==> src/rtl/vtsm_pkg.sv <==
// Types and constants shared by the tile skip-mask decoder modules.
package vtsm_pkg;

  // Configuration port
  localparam int CfgIdxW  = 2;
  localparam int CfgDataW = 16;

  localparam logic [CfgIdxW-1:0] CfgTilesAcross    = 2'd0;
  localparam logic [CfgIdxW-1:0] CfgTilesDown      = 2'd1;
  localparam logic [CfgIdxW-1:0] CfgCodebookEntries = 2'd2;

  localparam logic [6:0]  ResetTilesAcross    = 7'd40;
  localparam logic [5:0]  ResetTilesDown      = 6'd25;
  localparam logic [15:0] ResetCodebookEntries = 16'd256;

  // Result status codes
  localparam logic [1:0] StOk        = 2'd0;
  localparam logic [1:0] StBadIndex  = 2'd1;
  localparam logic [1:0] StNoHistory = 2'd2;
  localparam logic [1:0] StTruncated = 2'd3;

  // Results per input byte, and the emission counter that tracks them
  localparam int MaxResults = 32;
  localparam int CntW       = $clog2(MaxResults);
  localparam logic [CntW-1:0] CntLast = CntW'(MaxResults - 1);

  // Good frames needed before a history copy is legal
  localparam logic [1:0] FramesForHistory = 2'd2;

  // Bytes in a column's skip mask, counted from zero
  localparam logic [1:0] MaskLastByte = 2'd3;

  typedef struct packed {
    logic [7:0] body_byte;
    logic       first_byte;
    logic       last_byte;
  } in_beat_t;

  typedef struct packed {
    logic [5:0]  tile_column;
    logic [4:0]  tile_row;
    logic        from_history;
    logic [15:0] codebook_index;
    logic [1:0]  status;
    logic        frame_complete;
    logic        run_last;
  } out_beat_t;

  // Controller to datapath
  typedef struct packed {
    logic accept;
    logic emit;
  } cmd_t;

  // Datapath to controller
  typedef struct packed {
    logic work;
    logic out_free;
  } sts_t;

endpackage

==> src/rtl/vtsm_ctrl.sv <==
// Controller: sequences byte intake and one result per cycle when output is free.
module vtsm_ctrl (
  input  logic           clk_i,
  input  logic           rst_ni,
  input  logic           in_valid_i,
  input  vtsm_pkg::sts_t sts_i,
  output vtsm_pkg::cmd_t cmd_o,
  output logic           in_ready_o
);

  typedef enum logic {
    StIdle,
    StEmit
  } state_e;

  state_e state_q, state_d;
  logic   in_ready_q;

  // Commands
  always_comb begin
    cmd_o.accept = in_valid_i && in_ready_q;
    cmd_o.emit   = (state_q == StEmit) && sts_i.out_free;
  end

  // Next state: stay in emit until the last result of the byte is loaded
  always_comb begin
    state_d = state_q;
    unique case (state_q)
      StIdle: begin
        if (cmd_o.accept && sts_i.work) state_d = StEmit;
      end
      StEmit: begin
        if (cmd_o.emit && !sts_i.work) state_d = StIdle;
      end
      default: state_d = StIdle;
    endcase
  end

  always_ff @(posedge clk_i or negedge rst_ni) begin
    if (!rst_ni) begin
      state_q    <= StIdle;
      in_ready_q <= 1'b1;
    end else begin
      state_q    <= state_d;
      in_ready_q <= (state_d == StIdle);
    end
  end

  assign in_ready_o = in_ready_q;

endmodule

==> src/rtl/vtsm_datapath.sv <==
// Datapath: config registers, mask and index assembly, tile walk, output register.
module vtsm_datapath #(
  parameter int MAX_TILES_X = 64,
  parameter int MAX_TILES_Y = 32
) (
  input  logic                           clk_i,
  input  logic                           rst_ni,
  input  logic                           cfg_we_i,
  input  logic [vtsm_pkg::CfgIdxW-1:0]   cfg_index_i,
  input  logic [vtsm_pkg::CfgDataW-1:0]  cfg_wdata_i,
  input  vtsm_pkg::in_beat_t             in_data_i,
  input  logic                           out_ready_i,
  input  vtsm_pkg::cmd_t                 cmd_i,
  output vtsm_pkg::sts_t                 sts_o,
  output logic                           out_valid_o,
  output vtsm_pkg::out_beat_t            out_data_o
);

  localparam int CW = (MAX_TILES_X > 1) ? $clog2(MAX_TILES_X) : 1;
  localparam int RW = (MAX_TILES_Y > 1) ? $clog2(MAX_TILES_Y) : 1;

  typedef enum logic [1:0] {
    PhIdle,
    PhMask,
    PhIndex
  } phase_e;

  // Configuration
  logic [6:0]  across_q;
  logic [5:0]  down_q;
  logic [15:0] entries_q;

  // Walk state
  phase_e                    phase_q, phase_d;
  logic [31:0]               mask_q, mask_d;
  logic [1:0]                bc_q, bc_d;
  logic [7:0]                hi_q, hi_d;
  logic [CW-1:0]             col_q, col_d;
  logic [RW-1:0]             row_q, row_d;
  logic [1:0]                frames_q, frames_d;
  logic                      pend_q, pend_d;
  logic                      last_q, last_d;
  logic [vtsm_pkg::CntW-1:0] cnt_q, cnt_d;
  logic [15:0]               idx_q, idx_d;

  // Start-of-byte view (a first byte opens a fresh frame)
  phase_e        st_phase;
  logic [31:0]   st_mask;
  logic [1:0]    st_bc;
  logic [7:0]    st_hi;
  logic [CW-1:0] st_col;
  logic [RW-1:0] st_row;

  // Emission helpers
  logic [CW:0] eff_cols, col_inc;
  logic [RW:0] eff_rows, row_inc;
  logic        cand_idx, cand_skip, idx_bad, no_hist, adv;
  logic        row_wrap, col_done, finish, fold, work;

  vtsm_pkg::out_beat_t res;
  vtsm_pkg::out_beat_t out_data_q;
  logic                out_valid_q;

  // Configuration writes
  always_ff @(posedge clk_i or negedge rst_ni) begin
    if (!rst_ni) begin
      across_q  <= vtsm_pkg::ResetTilesAcross;
      down_q    <= vtsm_pkg::ResetTilesDown;
      entries_q <= vtsm_pkg::ResetCodebookEntries;
    end else if (cfg_we_i) begin
      unique case (cfg_index_i)
        vtsm_pkg::CfgTilesAcross:     across_q  <= cfg_wdata_i[6:0];
        vtsm_pkg::CfgTilesDown:       down_q    <= cfg_wdata_i[5:0];
        vtsm_pkg::CfgCodebookEntries: entries_q <= cfg_wdata_i;
        default: ;
      endcase
    end
  end

  // Clamped frame size
  always_comb begin
    if (across_q == '0) eff_cols = (CW+1)'(1);
    else if (int'(across_q) > MAX_TILES_X) eff_cols = (CW+1)'(MAX_TILES_X);
    else eff_cols = (CW+1)'(across_q);
    if (down_q == '0) eff_rows = (RW+1)'(1);
    else if (int'(down_q) > MAX_TILES_Y) eff_rows = (RW+1)'(MAX_TILES_Y);
    else eff_rows = (RW+1)'(down_q);
  end

  always_comb begin
    st_phase = in_data_i.first_byte ? PhMask : phase_q;
    st_mask  = in_data_i.first_byte ? '0 : mask_q;
    st_bc    = in_data_i.first_byte ? '0 : bc_q;
    st_hi    = in_data_i.first_byte ? '0 : hi_q;
    st_col   = in_data_i.first_byte ? '0 : col_q;
    st_row   = in_data_i.first_byte ? '0 : row_q;
  end

  // What the next result is, and the tile step it takes
  always_comb begin
    cand_idx  = pend_q;
    cand_skip = !pend_q && (phase_q == PhIndex) && mask_q[31];
    idx_bad   = idx_q >= entries_q;
    no_hist   = frames_q < vtsm_pkg::FramesForHistory;
    adv       = (cand_idx && !idx_bad) || (cand_skip && !no_hist);
    row_inc   = (RW+1)'(row_q) + (RW+1)'(1);
    col_inc   = (CW+1)'(col_q) + (CW+1)'(1);
    row_wrap  = row_inc >= eff_rows;
    col_done  = col_inc >= eff_cols;
    finish    = adv && row_wrap && col_done;
  end

  // Next state for a byte intake or for one emission
  always_comb begin
    phase_d  = phase_q;
    mask_d   = mask_q;
    bc_d     = bc_q;
    hi_d     = hi_q;
    col_d    = col_q;
    row_d    = row_q;
    frames_d = frames_q;
    pend_d   = pend_q;
    last_d   = last_q;
    cnt_d    = cnt_q;
    idx_d    = idx_q;
    fold     = 1'b0;

    if (cmd_i.accept) begin
      phase_d = st_phase;
      mask_d  = st_mask;
      bc_d    = st_bc;
      hi_d    = st_hi;
      col_d   = st_col;
      row_d   = st_row;
      pend_d  = 1'b0;
      last_d  = in_data_i.last_byte;
      cnt_d   = '0;
      unique case (st_phase)
        PhMask: begin
          mask_d = {st_mask[23:0], in_data_i.body_byte};
          if (st_bc == vtsm_pkg::MaskLastByte) begin
            bc_d    = '0;
            phase_d = PhIndex;
          end else begin
            bc_d = st_bc + 2'd1;
          end
        end
        PhIndex: begin
          if (st_bc == '0) begin
            hi_d = in_data_i.body_byte;
            bc_d = 2'd1;
          end else begin
            // Low index byte: the index uses up one mask bit
            idx_d  = {st_hi, in_data_i.body_byte};
            bc_d   = '0;
            mask_d = {st_mask[30:0], 1'b0};
            pend_d = 1'b1;
          end
        end
        default: ;
      endcase
    end else if (cmd_i.emit) begin
      pend_d = 1'b0;
      cnt_d  = cnt_q + vtsm_pkg::CntW'(1);
      if (cand_skip && !no_hist) mask_d = {mask_q[30:0], 1'b0};
      if (adv) begin
        row_d = row_wrap ? '0 : row_inc[RW-1:0];
        if (row_wrap) begin
          if (col_done) begin
            phase_d = PhIdle;
            if (frames_q != vtsm_pkg::FramesForHistory) frames_d = frames_q + 2'd1;
          end else begin
            col_d   = col_inc[CW-1:0];
            phase_d = PhMask;
            bc_d    = '0;
            mask_d  = '0;
          end
        end
      end else begin
        // Bad index, missing history or truncation closes the frame
        phase_d = PhIdle;
      end
      // Result budget used up: truncation marks the last result instead
      if ((cnt_q == vtsm_pkg::CntLast) && last_q && (phase_d != PhIdle)) begin
        fold    = 1'b1;
        phase_d = PhIdle;
      end
    end

    work = pend_d || ((phase_d == PhIndex) && mask_d[31]) || (last_d && (phase_d != PhIdle));
  end

  // Result of this emission
  always_comb begin
    res.tile_column    = 6'(col_q);
    res.tile_row       = 5'(row_q);
    res.from_history   = cand_skip;
    res.codebook_index = cand_idx ? idx_q : '0;
    if (cand_idx) res.status = idx_bad ? vtsm_pkg::StBadIndex : vtsm_pkg::StOk;
    else if (cand_skip) res.status = no_hist ? vtsm_pkg::StNoHistory : vtsm_pkg::StOk;
    else res.status = vtsm_pkg::StTruncated;
    if (fold) res.status = vtsm_pkg::StTruncated;
    res.frame_complete = finish;
    res.run_last       = !work;
  end

  always_ff @(posedge clk_i or negedge rst_ni) begin
    if (!rst_ni) begin
      phase_q  <= PhIdle;
      mask_q   <= '0;
      bc_q     <= '0;
      hi_q     <= '0;
      col_q    <= '0;
      row_q    <= '0;
      frames_q <= '0;
      pend_q   <= 1'b0;
      last_q   <= 1'b0;
      cnt_q    <= '0;
    end else begin
      phase_q  <= phase_d;
      mask_q   <= mask_d;
      bc_q     <= bc_d;
      hi_q     <= hi_d;
      col_q    <= col_d;
      row_q    <= row_d;
      frames_q <= frames_d;
      pend_q   <= pend_d;
      last_q   <= last_d;
      cnt_q    <= cnt_d;
    end
  end

  always_ff @(posedge clk_i) begin
    idx_q <= idx_d;
  end

  // Output register
  always_ff @(posedge clk_i or negedge rst_ni) begin
    if (!rst_ni) begin
      out_valid_q <= 1'b0;
    end else if (cmd_i.emit) begin
      out_valid_q <= 1'b1;
    end else if (out_ready_i) begin
      out_valid_q <= 1'b0;
    end
  end

  always_ff @(posedge clk_i) begin
    if (cmd_i.emit) out_data_q <= res;
  end

  assign sts_o.work     = work;
  assign sts_o.out_free = !out_valid_q || out_ready_i;
  assign out_valid_o    = out_valid_q;
  assign out_data_o     = out_data_q;

endmodule

==> src/rtl/vq_tile_skip_mask_decoder.sv <==
// Top level of the tile skip-mask decoder.
//
// Input channel: one body byte per beat, with first_byte opening a frame
// body and last_byte closing it. Output channel: one tile command per beat.
// Configuration: write tiles_across, tiles_down and codebook_entries through
// cfg_we_i / cfg_index_i / cfg_wdata_i while the block is idle.
//
// A byte that causes k results has them emitted one result per cycle while
// the output register is free, as the controller walks the mask bits
// through the shared tile-step logic. The first result is loaded into the
// output register by the first emission of the byte. Up to 32 results follow
// one byte (a run of skipped tiles); run_last marks the final one.
// in_ready_o stays low while the results of a byte are being produced.
// A stalled receiver holds the output register and pauses emission; the
// next byte is still taken once all results of the previous byte are queued.
// Reset clears the walk (no open frame, no decoded frames) and loads the
// configuration defaults of 40 columns, 25 rows and 256 codebook entries.
module vq_tile_skip_mask_decoder #(
  parameter int MAX_TILES_X = 64,
  parameter int MAX_TILES_Y = 32
) (
  input  logic                          clk_i,
  input  logic                          rst_ni,
  input  logic                          cfg_we_i,
  input  logic [vtsm_pkg::CfgIdxW-1:0]  cfg_index_i,
  input  logic [vtsm_pkg::CfgDataW-1:0] cfg_wdata_i,
  input  logic                          in_valid_i,
  output logic                          in_ready_o,
  input  vtsm_pkg::in_beat_t            in_data_i,
  output logic                          out_valid_o,
  input  logic                          out_ready_i,
  output vtsm_pkg::out_beat_t           out_data_o
);

  vtsm_pkg::cmd_t cmd;
  vtsm_pkg::sts_t sts;

  vtsm_ctrl u_ctrl (
    .clk_i      (clk_i),
    .rst_ni     (rst_ni),
    .in_valid_i (in_valid_i),
    .sts_i      (sts),
    .cmd_o      (cmd),
    .in_ready_o (in_ready_o)
  );

  vtsm_datapath #(
    .MAX_TILES_X (MAX_TILES_X),
    .MAX_TILES_Y (MAX_TILES_Y)
  ) u_datapath (
    .clk_i       (clk_i),
    .rst_ni      (rst_ni),
    .cfg_we_i    (cfg_we_i),
    .cfg_index_i (cfg_index_i),
    .cfg_wdata_i (cfg_wdata_i),
    .in_data_i   (in_data_i),
    .out_ready_i (out_ready_i),
    .cmd_i       (cmd),
    .sts_o       (sts),
    .out_valid_o (out_valid_o),
    .out_data_o  (out_data_o)
  );

endmodule

==> config.mk <==
export PLATFORM = sky130hd
export DESIGN_NAME = vq_tile_skip_mask_decoder
export DESIGN_NICKNAME = d
export VERILOG_FILES = /design/src/rtl/vtsm_pkg.sv /design/src/rtl/vtsm_ctrl.sv /design/src/rtl/vtsm_datapath.sv /design/src/rtl/vq_tile_skip_mask_decoder.sv
export SDC_FILE = /design/constraint.sdc
export NUM_CORES = 1
export LEC_CHECK = 0
export ABC_AREA = 1
export BUFFER_PORTS_ARGS = -buffer_cell sky130_fd_sc_hd__buf_2
export CORE_MARGIN = 2
export CORE_UTILIZATION = 56
export CTS_BUF_LIST = sky130_fd_sc_hd__clkbuf_4 sky130_fd_sc_hd__clkbuf_8
export DETAILED_ROUTE_END_ITERATION = 16
export PLACE_DENSITY_LB_ADDON = 0.2
export SKIP_LAST_GASP = 1
export SLEW_MARGIN = 10
export SYNTH_ARGS = -nofsm -noshare
export SYNTH_HDL_FRONTEND = slang
export SYNTH_SLANG_ARGS = --single-unit
==> constraint.sdc <==
create_clock -name clk_i -period 2.34 [get_ports clk_i]
set_clock_uncertainty 0.1 [all_clocks]
set_input_delay 0.351 -clock clk_i [delete_from_list [all_inputs] [get_ports clk_i]]
set_output_delay 0.351 -clock clk_i [all_outputs]
set_load 0.005 [all_outputs]
* Word-level counts from Yosys, hierarchy flattened
Cells that the tools add are included.
** Cells by class
- Add/sub/neg operators :: 5
- Multipliers :: 0
- Div/mod/pow operators :: 0
- Magnitude comparators :: 6
- Eq/ne operators :: 11
- Shift-type cells :: 0
- Mux-type cells :: 66
- Bitwise operators :: 4
- Reduce and logical (&&, ||, !) cells :: 41
** Operators with widths (count)
- 2-to-1 mux 32 bit :: 8
- case mux 32 bit (2 select lines) :: 1
- 2-to-1 mux 6 bit :: 8
- 2-to-1 mux 2 bit :: 20
- 2-to-1 mux 5 bit :: 7
- 2-to-1 mux 8 bit :: 3
- greater-or-equal comparator 16 bit :: 1
- 2-to-1 mux 1 bit :: 15
- logical AND 1 bit :: 14
- 2-to-1 mux 7 bit :: 2
- nonzero test 2 bit :: 6
- equality test 2 bit, second input constant :: 5
- adder 6 x 1 -> 7 bit, second input constant :: 1
- greater-or-equal comparator 7 bit :: 1
- > comparator 7 bit, second input constant :: 1
- logical NOT 7 bit :: 1
- adder 5 x 1 -> 6 bit, second input constant :: 1
- greater-or-equal comparator 6 bit :: 1
- > comparator 6 bit, second input constant :: 1
- logical NOT 6 bit :: 1
- != test 2 bit, second input constant :: 3
- AND reduction 2 bit :: 3
- AND reduction 3 bit :: 2
- AND reduction 6 bit :: 1
- 13 further kinds :: 26
** Storage, ports and cells
- Bits in registers :: 144
- Latch bits :: 0
- Bits in writable memories :: 0
- Bits in read-only memories :: 0
- Input bits :: 33
- Output and inout bits :: 34
- Logic and storage cells :: 158
- Memories kept :: 0

* Longest topological paths before layout
Gate-level depths: netlist of the first run.
- Depth in word-level cells :: 23
- Mapped depth :: 20

* Cells and area by module
From an unflattened synthesis of the first run, not the netlist that was laid out.
** Unflattened totals
- Cell total of the unflattened synthesis :: 967
- Area, all modules :: 7960.1 µm²
** Modules (own cells, without submodules)
- vtsm_datapath :: times used 1, cells each 950, area each 7851.3 µm²
- vtsm_ctrl :: times used 1, cells each 17, area each 108.9 µm²

* Worst setup path after synthesis of the first run
Ideal clock, no wire load.
- Path kind :: input port to flip-flop
- From :: input in_data_i[1] in the netlist's numbering
- To :: register u_datapath.idx_q[0], enable pin
- Setup time :: 388 ps
- Arrival time :: 2128 ps
- Setup slack :: -276 ps
- Stages :: 9
- Path buffers :: 3
- Path through :: buf_2 clkbuf_1 nor2_1 inv_1 ha_1 buf_2 nor2_1 inv_1 nor2_1
** On the way
- Longest elaborated chain between the ends :: 4
- Elaborated cells on any way between the ends :: 6
- Those cells by class :: eq/ne: 1; mux: 2; bitwise: 1; reduce/logical: 2
** Ends and longest elaborated chain
- start, declared :: line vq_tile_skip_mask_decoder.sv:29 : input vtsm_pkg::in_beat_t in_data_i,
- 2-to-1 mux 2 bit :: line vtsm_datapath.sv:93 : st_bc = in_data_i.first_byte ? '0 : bc_q;
- logical NOT 2 bit :: line vtsm_datapath.sv:149 : if (st_bc == '0) begin
- NOT 1 bit (no source line)
- AND reduction 3 bit (no source line) (*)
- end signal, assigned :: line vtsm_datapath.sv:234 : idx_q <= idx_d;
- end, declared :: line vtsm_datapath.sv:44 : logic [15:0] idx_q, idx_d;
Mark *: on every way between the ends. The rest lies on a longest branch, timed or not.
A chain may end at the register's enable or synchronous reset.

==> impl_metrics.yaml, run 1 <==
floorplan:
  core_area_um2: 13900
  die_h_um: 123
  die_area_um2: 15100
  die_w_um: 123
  start_util_pct: 57.2
  row_count: 43
  io_pins: 67
power:
  share_seq_of_total_power_pct: 37.5
  power.combinational.fraction_pct: 38.0
  power.clock.fraction_pct: 24.5
  p_leak_nw: 4.75
  total_switching_power_w: 0.00343
  max-vdd-ir-drop_mv: 0.487
  pwr_density_cell_nw_per_um2: 953
  internal_power_w: 0.00584
  power.share.switching_pct: 37.0
  finalPower_w: 0.00928
clock_network:
  numClockSinks: 144
  insertion_delay_ns: 0.46
  clkSlewWorstSetupHoldPaths_ns: 0.08
  cts_tree: "built"
  clock_tree.root_cell: "clkbuf_8"
  htree_levels: 4
  cts_buffers: 17
  clockBufferDepth: 2
setup_path:
  critical_path.endpoint_type: "flip-flop"
  timing_worst_setup_path_type: "reg2reg"
  cp_data_arrival_time_ns: 2.69
  crit_required_ns: 2.46
  crit_path_start_kind: "flip-flop"
  critical_path.max_fanout: 5
  critical_path.reg2reg.startpoint: "u_datapath.down_q[2]"
  critical_path.startpoint: "u_datapath.down_q[2]"
layout:
  mostFrequentLayoutCells: "nand2_1 (267), inv_1 (130), dfrtp_1 (87), nor2_1 (68), buf_2 (65)"
  mostFrequentLayoutCell: "nand2_1"
  area_growth_syn_to_layout_pct: 22.5
  design.final.nets: 1150
  area.sequential_um2: 3850
  layout-drive-gt1-share_pct: 23.4
  multi_input_comb_area_um2: 3710
  filler_cell_count: 1066
  antennaDiodeCount: 0
  post_route_design_area_um2: 9730
synthesis:
  post_synth_inst_count: 971
  postSynthAreaPerCell_um2: 8.18
  syn-num-nets: 1042
  netlist_area_um2: 7940
  synth.distinct_cells: 44
  synth-edff-count: 48
  synth-warning-count: 0
  share_of_synthesized_area_occupied_by_flip_flops_and_latches_pct: 48.5
  yosys_most_used_dff: "dfrtp_1"
  async_sr_flop_fraction_pct: 66.7
  synth-seq-cells: 144
detailed_routing:
  ant_nets: 0
  routed_wire_length_per_instance_um: 15.1
  post_drt_via_cell_ratio: 5.39
  initialDrtViolationCount: 615
  dr_total_vias: 6862
  dr_drc_count: 0
  drt-pass1-iter-count: 5
  drt_wl_total_um: 19100
global_route:
  grt_max_degree: 62
  number_of_antenna_violations_at_the_first_check_in_global_routing: 0
  first_global_vias: 6301
  gr_ovfl_total: 0
  global_route.usage.total_pct: 25.6
  grt_first_pass_wirelength_um: 30200
timing:
  fin_crit_ns: 2.57
  max_slew_violation_count: 0
  timing.final.crit_share_pct: 110
  setup_repair_after_global_routing_missed_its_margin: "yes"
  fmax_ghz: 0.389
  setup_violations: 50
  holdWs_ns: 0.0208
  max-slew-margin-rel_pct: 68.2
  max_slew.worst_pin.slew_ns: 0.475
  timing_hold_violations_final: 0
  final_critical_path_setup_slack_ns: -0.228
status:
  outcome: "finished with violations"
  violations: "negative setup slack"
placed_design:
  io_buffers: 66
  routabilityCongestion: 0.855
  placement.cell_area_um2: 8780
  detailedPlacementHpwl_um: 12000
min_path:
  hp-class: "in2reg"
  holdCritStartpoint: "in_data_i[3]"
job:
  maximum_capacitance_violations: 0
[critical path: stages, from the launching register on]
cell and delay [ns]:
dfrtp_1 0.39, nor3_2 0.16, nand2_1 0.10, o21ai_2 0.15, ha_1 0.26, o21ai_0 0.23, nand2_1 0.11, nand2_2 0.10
nand2_4 0.09, nor2_2 0.15, nand3_2 0.10, nand2_4 0.09, inv_2 0.03, nor2_1 0.08, nand2_1 0.07, nand3_2 0.08
inv_1 0.04
[sequential cells by signal (all words and copies together), names as in the netlist, 2 cells and up]
name                   count
u_datapath.across_q        7
u_datapath.bc_q            2
u_datapath.cnt_q           5
u_datapath.col_q           6
u_datapath.down_q          6
u_datapath.entries_q      16
u_datapath.frames_q        2
u_datapath.hi_q            8
u_datapath.idx_q          16
u_datapath.mask_q         32
u_datapath.out_data_o     32
u_datapath.phase_q         2
u_datapath.row_q           5
[metal layers]
metal,track usage (%),share of wire (%),vias up
met2,40.8,48,235
li1,-,-,3385
met1,34.5,43,3203
met5,0,0,-
met4,8.59,2.7,0
met3,6.09,5.8,39
[cell type report]
cell class | instances | share of cell area (%)
Clock buffer | 18 | 2.48
Clock inverter | 14 | 2.20
Inverter | 143 | 5.62
Multi-Input combinational cell | 642 | 38.1
Sequential cell | 144 | 39.6
Tap cell | 180 | 2.31
Timing Repair Buffer | 131 | 9.63
[stage by stage]
stage / worst slack (ns) / utilization, % / TNS (ns) / cells
floorplan: -0.0505 / - / -0.0624 / 971
global placement: -0.165 / 63.2 / -3.69 / 1226
detailed placement: -0.244 / 63.2 / -6.96 / 1226
CTS: -0.195 / 67.9 / -5.64 / 1266
global route: -0.389 / 70.1 / -13.15 / 1272
finish: -0.228 / 70.1 / -7.21 / 1272
[power by group through the flow]
stage / clock (W) / sequential [W] / combinational (W)
floorplan: 0 / 0.00348 / 0.00188
global placement: 0 / 0.00349 / 0.00281
detailed placement: 0 / 0.00350 / 0.00287
CTS: 0.00230 / 0.00347 / 0.00311
global route: 0.00240 / 0.00353 / 0.00389
finish: 0.00227 / 0.00348 / 0.00353
[kinds of logic (layout without fill, tap and decap cells)]
kind of cell	Yosys count	count (layout)	share of synthesized area (%)
xor+xnor	7	7	0.772
fa+ha+maj	38	38	5.99
mux	1	1	0.126
flops	144	144	48.5
simple gates	399	399	20.7
buf+inv	185	306	9.17
compound gates	197	197	14.8
[timing repair]
action	4_1_cts	5_1_grt
hold buffers	1	0
cloned	2	0
endpoints found under the hold margin	24	0
resized for setup	20	50
setup buffers	5	6
setup endpoints to repair	50	53
pin swaps	22	25
[cell usage after synthesis (all sizes together) (2+ instances only)]
cell type / number / area, um^2
nand2: 287 / 1110
inv: 143 / 544
dfrtp: 89 / 2230
nor2: 82 / 339
a21oi: 62 / 318
o21ai: 52 / 275
edfxtp: 48 / 1440
ha: 38 / 475
o211ai: 30 / 225
a31oi: 28 / 175
clkbuf: 24 / 90.1
nand3: 20 / 110
buf: 18 / 93.8
o22ai: 13 / 81.3
dfstp: 7 / 184
xor2: 7 / 61.3
nand4: 5 / 46.3
a22oi: 4 / 30.0
a22o: 3 / 26.3
nor3: 2 / 10.0
[worst paths after layout]
kind	end	slack, ns	depth (start not counted)
max	u_datapath.out_data_o[0]	-0.23	16
min	u_datapath.idx_q[1]	0.02	1
max reg2reg	u_datapath.out_data_o[0]	-0.23	16
min reg2reg	u_datapath.cnt_q[3]	0.36	1
max in group asynchronous	u_datapath.phase_q[0]	1.22	3
min in group asynchronous	u_datapath.entries_q[14]	0.27	2
Note: power is estimated with default switching activity, not from simulation.
==> run 2: changes to the inputs <==
--- a/config.mk
+++ b/config.mk
@@ -8,8 +8,7 @@
 export ABC_AREA = 1
 export BUFFER_PORTS_ARGS = -buffer_cell sky130_fd_sc_hd__buf_2
 export CORE_MARGIN = 2
-export CORE_UTILIZATION = 56
-export CTS_BUF_LIST = sky130_fd_sc_hd__clkbuf_4 sky130_fd_sc_hd__clkbuf_8
+export CORE_UTILIZATION = 30
 export DETAILED_ROUTE_END_ITERATION = 16
 export PLACE_DENSITY_LB_ADDON = 0.2
 export SKIP_LAST_GASP = 1
==> run 2 against run 1 <==
  * The flow still finishes with violations (negative setup slack)
  * Cell count is 12% higher
  * Via count shrank 2.5%
  * Count of clock-buffer cells in the layout up 1
  * Design area up 2.2%
  * Sequential share of layout area down 0.87 points
  * Utilization decreased by 32 points
  * Maximum frequency rose by 1.3%
  * Non-clock buffer count decreased by 1
  * Clock power increased by 14%
  * Routed wire length is 6.0% higher
  * Sequential cell count unchanged
  * Register-to-register slack better by 0.03 ns
==> impl_metrics.yaml, run 2 (synthesis results as in run 1) <==
status:
  outcome: "finished with violations"
  violations: "negative setup slack"
detailed_routing:
  dr_drc_count: 0
  initialDrtViolationCount: 440
  drt_wl_total_um: 20300
  dr_total_vias: 6688
  routed_wire_length_per_instance_um: 14.2
  post_drt_via_cell_ratio: 4.69
  drt-pass1-iter-count: 5
  ant_nets: 0
power:
  max-vdd-ir-drop_mv: 0.574
  p_leak_nw: 4.80
  pwr_density_cell_nw_per_um2: 952
layout:
  post_route_design_area_um2: 9950
  util_after_layout_pct: 38.2
  antennaDiodeCount: 0
  mostFrequentLayoutCell: "nand2_1"
  fin_cells: 1426
  filler_cell_count: 2694
  area_growth_syn_to_layout_pct: 25.3
  design.final.nets: 1149
  mostFrequentLayoutCells: "nand2_1 (266), inv_1 (129), dfrtp_1 (88), nor2_1 (68), buf_2 (65)"
  layout-drive-gt1-share_pct: 23.2
floorplan:
  row_count: 59
  start_util_pct: 30.5
  die_h_um: 167
  io_pins: 67
  die_w_um: 167
  core_area_um2: 26100
  die_area_um2: 27800
timing:
  setup_violations: 45
  max_slew_violation_count: 0
  final_critical_path_setup_slack_ns: -0.195
  max-slew-margin-rel_pct: 62.2
  timing_hold_violations_final: 0
  setup_repair_after_global_routing_missed_its_margin: "yes"
  fin_crit_ns: 2.53
  fmax_ghz: 0.395
  max_slew.worst_pin.slew_ns: 0.568
  timing.final.crit_share_pct: 108
placed_design:
  detailedPlacementHpwl_um: 13300
  io_buffers: 66
  routabilityCongestion: 0.765
  placement.cell_area_um2: 9010
  dp_cells: 1385
job:
  maximum_capacitance_violations: 0
clock_network:
  cts_tree: "built"
  clock_tree.root_cell: "clkbuf_16"
  clockBufferDepth: 2
  numClockSinks: 144
  insertion_delay_ns: 0.42
  htree_levels: 4
  cts_buffers: 17
  clkSlewWorstSetupHoldPaths_ns: 0.07
min_path:
  hp-class: "in2reg"
setup_path:
  crit_required_ns: 2.54
  crit_chain: "nor4_2 > nand2_1 > nand2_2 > nand2_2 > ha_4 > nand2_2 > inv_2 > nand2_1 > nand2_1 > a21oi_2 > nand2_1 > nand2_1 > inv_2 > nor2_4 > o21ai_4 > inv_4 > nand2_4 > inv_2 > o21ai_1"
  timing_worst_setup_path_type: "reg2reg"
  crit_path_start_kind: "flip-flop"
  critical-path-top-cell-by-count: "nand2_1"
  critical_path.max_fanout: 7
  crit_slowest_cell: "dfrtp_1"
  critical_path.endpoint_type: "flip-flop"
  cp_data_arrival_time_ns: 2.73
  timing.critical_path.slowest_cell_delay_ns: 0.39
global_route:
  grt_first_pass_wirelength_um: 33800
  global_route.usage.total_pct: 15.0
  first_global_vias: 6646
  gr_ovfl_total: 0
  number_of_antenna_violations_at_the_first_check_in_global_routing: 0
  grt_max_degree: 97
## run 2: cell types whose count changed in the layout (fill, tap and decap cells not counted), moves of 2 or more
cell / before / now
clkbuf_16: 0 / 17
clkbuf_8: 17 / 2
bufinv_16: 5 / 0
ha_1: 28 / 32
ha_4: 9 / 5
o21ai_0: 42 / 38
o21ai_1: 5 / 9
inv_6: 1 / 4
a21oi_2: 4 / 6
inv_2: 9 / 11
nand2_2: 14 / 16
## run 2: where the power goes
group / switching [W] / internal (W)
clock: 0.00116 / 0.00143
combinational: 0.00208 / 0.00131
sequential: 0.000293 / 0.00319
total: 0.00353 / 0.00593
## run 2: worst paths after layout
path / start / end / slack [ns] / depth (start not counted)
worst max-delay path: u_datapath.across_q[2] / u_datapath.col_q[4] / -0.19 / 19
min in group asynchronous: rst_ni / u_datapath.entries_q[9] / 0.42 / 3
worst max register to register: u_datapath.across_q[2] / u_datapath.col_q[4] / -0.19 / 19
worst min-delay path: cfg_wdata_i[9] / u_datapath.entries_q[9] / 0.07 / 3
max in group asynchronous: rst_ni / u_datapath.col_q[1] / 1.24 / 3
worst min register to register: u_datapath.cnt_q[3] / u_datapath.cnt_q[3] / 0.36 / 1
## run 2: routing by layer
layer | global-route usage [%] | wire length [um] | vias to the layer above
met5 | 0 | 0 | -
met4 | 5.25 | 310 | 0
met3 | 2.69 | 701 | 23
met2 | 24.5 | 9700 | 118
met1 | 20.0 | 9580 | 3162
li1 | - | - | 3385
## run 2: layout make-up
class | count | area [um^2] | area share, %
Sequential cell | 144 | 3850 | 38.7
Multi-Input combinational cell | 642 | 3650 | 36.7
Timing Repair Buffer | 130 | 918 | 9.23
Inverter | 143 | 544 | 5.47
Clock buffer | 19 | 453 | 4.55
Tap cell | 335 | 419 | 4.21
Clock inverter | 13 | 104 | 1.04
## run 2: worst max-delay path: cells and delay by family, from the launching register on
kind	cells	cell delay [ns]
and+or+nand+nor	11	1.12
DFF	1	0.39
AOI/OAI and AO/OA	3	0.28
buffers and inverters	4	0.29
adders and majority gates	1	0.24
## run 2: stage by stage
| stage | hold WS [ns] | total power, W | setup TNS (ns) | setup WS (ns) |
|---|---|---|---|---|
| final | 0.0729 | 0.00946 | -5.46 | -0.195 |
| after global routing | 0.0576 | 0.0101 | -14.11 | -0.363 |
| after CTS | 0.0585 | 0.00943 | -5.16 | -0.166 |
| after detailed placement | 0.354 | 0.00654 | -7.69 | -0.224 |
| after global placement | 0.359 | 0.00650 | -6.27 | -0.231 |
| after floorplan | -0.0446 | 0.00536 | -0.0624 | -0.0505 |
## run 2: what timing repair did
action                     in CTS  in global routing
gates cloned                    1                  0
hold buffers                    1                  0
gates resized for setup        25                 42
buffers inserted                4                  6
setup endpoints to repair      50                 53
pin swaps                       9                 17
hold endpoints to repair       89                  0
